--- src/hierarchical_sample_warp_defines.svh ---
// Assertion macros shared by the hierarchical sample warp RTL.
// Used by the top level only; needs clk and rst_n in the including scope.
`ifndef HIERARCHICAL_SAMPLE_WARP_DEFINES_SVH
`define HIERARCHICAL_SAMPLE_WARP_DEFINES_SVH

// Same-cycle implication.
`define HSW_ASSERT_IMPL(label, ante, cons) \
    label: assert property (@(posedge clk) disable iff (!rst_n) (ante) |-> (cons)) \
        else $error("hierarchical_sample_warp: same-cycle check failed");

// Next-cycle implication.
`define HSW_ASSERT_NEXT(label, ante, cons) \
    label: assert property (@(posedge clk) disable iff (!rst_n) (ante) |=> (cons)) \
        else $error("hierarchical_sample_warp: next-cycle check failed");

`endif

--- src/hsw_pkg.sv ---
// Types and constants for the hierarchical sample warp.
// No dependencies; used by hsw_div and hierarchical_sample_warp.
package hsw_pkg;

    localparam int MODE_W    = 2;
    localparam int LEVEL_W   = 3;
    localparam int ROWCOL_W  = 6;
    localparam int WEIGHT_W  = 32;
    localparam int COORD_W   = 16;
    localparam int DENSITY_W = 44;
    localparam int CFG_W     = 3;
    localparam int S_TDATA_W = 80;
    localparam int M_TDATA_W = 80;
    localparam int SUM_W     = WEIGHT_W + 1;
    localparam int TOT_W     = WEIGHT_W + 2;

    // Input word layout, lowest bit first.
    localparam int LEVEL_LSB  = 0;
    localparam int ROW_LSB    = LEVEL_LSB + LEVEL_W;
    localparam int COL_LSB    = ROW_LSB + ROWCOL_W;
    localparam int WEIGHT_LSB = COL_LSB + ROWCOL_W;
    localparam int U_LSB      = WEIGHT_LSB + WEIGHT_W;
    localparam int V_LSB      = U_LSB + COORD_W;
    localparam int S_USED_W   = V_LSB + COORD_W;

    localparam int M_USED_W = 2 * COORD_W + DENSITY_W;

    localparam logic [MODE_W-1:0] MODE_WRITE   = 2'd0;
    localparam logic [MODE_W-1:0] MODE_WARP    = 2'd1;
    localparam logic [MODE_W-1:0] MODE_DENSITY = 2'd2;

    typedef enum logic [8:0] {
        S_IDLE       = 9'b000000001,
        S_RD_ISSUE   = 9'b000000010,
        S_RD_CAPTURE = 9'b000000100,
        S_MUL        = 9'b000001000,
        S_CMP        = 9'b000010000,
        S_DIV        = 9'b000100000,
        S_FINISH     = 9'b001000000,
        S_DENS_RD    = 9'b010000000,
        S_DENS_CAP   = 9'b100000000
    } state_t;

    typedef struct packed {
        logic busy;
        logic done;
    } div_status_t;

endpackage

--- src/hsw_div.sv ---
// Restoring unsigned divider, one quotient bit per cycle.
// Depends on hsw_pkg; the quotient must fit in Q_W bits.
module hsw_div
    import hsw_pkg::*;
#(
    parameter int DVD_W = 50,
    parameter int DVS_W = 33,
    parameter int Q_W   = 16
)
(
    input  logic             clk,
    input  logic             rst_n,
    input  logic             start,
    input  logic [DVD_W-1:0] dividend,
    input  logic [DVS_W-1:0] divisor,
    output logic [Q_W-1:0]   quotient,
    output div_status_t      status
);

    localparam int CW = $clog2(Q_W + 1);

    logic [DVD_W-1:0] rem_reg, rem_next;
    logic [DVD_W-1:0] ds_reg, ds_next;
    logic [Q_W-1:0]   q_reg, q_next;
    logic [CW-1:0]    cnt_reg, cnt_next;
    logic             busy_reg, busy_next;
    logic             done_reg, done_next;
    logic             ge;

    assign ge = (rem_reg >= ds_reg);

    always_comb
    begin
        rem_next  = rem_reg;
        ds_next   = ds_reg;
        q_next    = q_reg;
        cnt_next  = cnt_reg;
        busy_next = busy_reg;
        done_next = 1'b0;
        if (start)
        begin
            rem_next  = dividend;
            ds_next   = DVD_W'(divisor) << (Q_W - 1);
            q_next    = '0;
            cnt_next  = CW'(Q_W);
            busy_next = 1'b1;
        end
        else if (busy_reg)
        begin
            if (ge)
            begin
                rem_next = rem_reg - ds_reg;
            end
            q_next   = {q_reg[Q_W-2:0], ge};
            ds_next  = ds_reg >> 1;
            cnt_next = cnt_reg - 1'b1;
            if (cnt_reg == CW'(1))
            begin
                busy_next = 1'b0;
                done_next = 1'b1;
            end
        end
    end

    always_ff @(posedge clk or negedge rst_n)
    begin
        if (!rst_n)
        begin
            busy_reg <= 1'b0;
            done_reg <= 1'b0;
            cnt_reg  <= '0;
        end
        else
        begin
            busy_reg <= busy_next;
            done_reg <= done_next;
            cnt_reg  <= cnt_next;
        end
    end

    always_ff @(posedge clk)
    begin
        rem_reg <= rem_next;
        ds_reg  <= ds_next;
        q_reg   <= q_next;
    end

    assign quotient    = q_reg;
    assign status.busy = busy_reg;
    assign status.done = done_reg;

endmodule

--- config.mk ---
export PLATFORM = sky130hd
export DESIGN_NAME = hsw_div
export DESIGN_NICKNAME = d
export VERILOG_FILES = /design/src/hierarchical_sample_warp_defines.svh /design/src/hsw_pkg.sv /design/src/hsw_div.sv
export SDC_FILE = /design/constraint.sdc
export NUM_CORES = 1
export LEC_CHECK = 0
export ABC_AREA = 1
export CORE_UTILIZATION = 35
export CTS_BUF_LIST = sky130_fd_sc_hd__clkbuf_16
export DETAILED_ROUTE_END_ITERATION = 10
export DONT_BUFFER_PORTS = 1
export GPL_TIMING_DRIVEN = 0
export PLACE_DENSITY_LB_ADDON = 0.12
export RECOVER_POWER = 50
export SYNTH_ARGS = -nofsm -noshare
export SYNTH_HDL_FRONTEND = slang
export SYNTH_SLANG_ARGS = --single-unit
--- constraint.sdc ---
create_clock -name clk -period 4.8 [get_ports clk]
set_input_delay 0.24 -clock clk [delete_from_list [all_inputs] [get_ports clk]]
set_output_delay 0.24 -clock clk [all_outputs]
set_load 0.05 [all_outputs]
==> results.json <==
{
  "worstSetupStartpointType": "flop",
  "synth_top_area_share_pct": 27.3,
  "violations": "max-capacitance violations, max-slew violations",
  "synth_xor_area_share_pct": 1.34,
  "hpwl_um": 22900,
  "status": "finished, violations left",
  "setup_slack_ns": 1.34,
  "dieArea_mm2": 0.0267,
  "fmax_mhz": 289,
  "reg2reg_depth": 15,
  "core_mm2": 0.0254,
  "min_from": "dividend[34]",
  "vdd_ir_drop_max_mv": 0.292,
  "vias_per_cell": 4.76,
  "synth.distinct_cells": 35,
  "final_common_cell": "nand2_1",
  "drc": 0,
  "post_cts_buffers": 0,
  "drt_iter0_markers": 568,
  "layout.nets": 1586,
  "synth_flop_cell": "edfxtp_1",
  "synth_fa_ha_area_share_pct": 7.07,
  "p_per_area_mw_per_mm2": 636,
  "cts_tree": "built",
  "most-common-layout-cells": "521 x nand2_1, 278 x inv_1, 83 x edfxtp_1, 79 x nand3_1, 69 x nor2_1",
  "synth.net_count": 1518,
  "worst_pin_slew_ns": 2.30,
  "initial_core_util_pct": 35.9,
  "finalCriticalPeriod_ns": 3.46,
  "holdCritPathClass": "in2reg",
  "reg2reg_to": "rem_reg[19]",
  "crit_family": "simple AND/OR/NAND/NOR gates",
  "first_global_vias": 8277,
  "path_max_fanout": 30,
  "leakage_nw": 5.39,
  "firstDrtPassIters": 6,
  "synth_edf_count": 83,
  "slowest_stage": "nand2_2",
  "cp.required_ns": 4.93,
  "muxShareOfSynthArea_pct": 0,
  "ant_nets": 0,
  "yosysSeqAreaShare_pct": 36.0,
  "antenna_found_initial": 1,
  "die_h_um": 163,
  "fin_cells": 1792,
  "grt_max_degree": 43,
  "syn2layout_area_growth_pct": 16.3,
  "routed_wl_um": 28600,
  "grt_util_all_layers_pct": 22.1,
  "dp_slack_ns": 1.41,
  "die_w_um": 163,
  "ys_top_cells_by_area": "edfxtp_1 27%, nand2_1 21%, inv_1 11%, ha_1 6.9%, dfxtp_1 6.8%",
  "tns_ns": 0,
  "max-clock-path-buffers": 2,
  "path_buf_inv": 3,
  "avgSynthCellArea_um2": 6.61,
  "vias": 8527,
  "syn_inst": 1381,
  "cts_sinks": 121,
  "routedWlPerCell_um": 15.9,
  "place_congestion": 0.907,
  "fin_hold_ws_ns": 0.0108,
  "setup_viol": 0,
  "synth-seq-cells": 121,
  "final_max_slew_viol_count": 43,
  "min_path_cells": 2,
  "worstSetupEndpointType": "flop",
  "htree_levels": 4,
  "clk_latency_ns": 0.43,
  "synth_compound_area_share_pct": 8.55,
  "drive_above_1_share_pct": 5.47,
  "drv_cap": 1,
  "yosysWarnings": 0,
  "fin_skew_ns": 0.0117,
  "port_buffers": 0,
  "cts-root-buf": "clkbuf_16",
  "hold_viol": 0,
  "cp_data_arrival_time_ns": 3.59,
  "fin_util_pct": 41.8,
  "cp_cell_sequence": "inv_1 > ha_1 > fa_1 > inv_1 > nand3_1 > nand3_1 > nand2_1 > nand2_2 > nand2_1 > nand2_1 > nand3_1 > nand3_1 > nand2_1 > nand2_2 > buf_12",
  "grt_pass1_wl_um": 44200,
  "grt_overflow": 0,
  "boundaryPins": 104,
  "regToRegStartpoint": "rem_reg[0]",
  "largest_register_ffs": 50,
  "cts_buffers": 17,
  "async_flop_share_pct": 5.79,
  "critPathKind": "reg2reg",
  "diodes": 0,
  "cts.clk_slew.worst_paths_ns": 0.06,
  "yosys.area_share.simple_pct": 34.2,
  "synth_top_family_by_area": "simple AND/OR/NAND/NOR gates",
  "critPathMaxStageDelay_ns": 0.65,
  "netlist_area_mm2": 0.00913,
  "dp_cells": 1712,
  "fin_crit_sh_pct": 72.2,
  "yosys.area.top_type": "edfxtp_1",
  "rsz0062_at_grt": "false",
  "relSlewSlack_pct": -53.0,
  "r2r_setup_slack_ns": 1.34,
  "whs_endpoint": "rem_reg[34]",
  "rows": 58
}
[metrics by stage]
step / total power (W) / cell area, um^2
floorplan: 0.00437 / 9130
global placement: 0.00539 / 9540
detailed placement: 0.00542 / 9560
CTS: 0.00680 / 10600
global route: 0.00737 / 10600
finish: 0.00676 / 10600
[power by group]
part | internal [W] | switching (W)
Combinational | 0.00124 | 0.00260
Sequential | 0.00149 | 0.000123
Clock | 0.000726 | 0.000584
Total | 0.00346 | 0.00330
[kinds of logic after synthesis]
group | Yosys count
fa+ha+maj | 51
compound gates | 142
buf+inv | 308
xor+xnor | 14
simple gates | 745
flops | 121
[cells in the mapped netlist (2+ instances only)]
library cell / instances
a21boi_0: 3
a21oi_1: 43
buf_1: 3
buf_2: 5
buf_4: 2
clkbuf_1: 16
clkinv_1: 2
dfrtp_1: 7
dfxtp_1: 31
edfxtp_1: 83
ha_1: 50
inv_1: 278
inv_2: 2
nand2_1: 519
nand2_2: 14
nand3_1: 78
nand3_2: 2
nand3b_1: 5
nand4_1: 13
nor2_1: 68
nor2_2: 16
nor3_1: 7
nor3_2: 5
nor4_1: 4
o21ai_0: 52
o21ai_1: 5
o21bai_1: 10
o22ai_1: 28
or2_1: 5
or2_2: 8
xnor2_1: 9
xor2_1: 5
[repair_timing]
action                    CTS  global route
hold endpoints to repair   53             1
gates resized for setup     0             0
hold buffers               47             1
[routing by layer]
| layer | part of all wire, % | GRT usage (%) | wire length [um] |
|---|---|---|---|
| met1 | 50 | 30.8 | 14200 |
| met2 | 44 | 35.7 | 12700 |
| met3 | 5.0 | 3.73 | 1420 |
| met4 | 0.88 | 4.50 | 250 |
| met5 | 0 | 0 | 0 |
[worst max path at each step]
stage                     from     endpoint  slack, ns  cells past startpoint
CTS                 rem_reg[0]  rem_reg[19]       1.40                     15
finish              rem_reg[0]  rem_reg[19]       1.34                     15
global route        rem_reg[0]  rem_reg[19]       1.08                     15
global placement    rem_reg[0]  rem_reg[21]       0.38                     14
floorplan           rem_reg[0]   rem_reg[0]       1.64                     14
detailed placement  rem_reg[0]  rem_reg[21]       1.41                     15
[layout make-up]
type,count,area (um^2)
plain buffers,26,101
well taps,330,413
clock inverters,14,150
inverters,282,1060
multi-input cells,952,4660
repair buffers,49,500
fillers,2769,14800
flip-flops and latches,121,3290
clock buffers,18,450
Power figures use the tool's default switching activity.
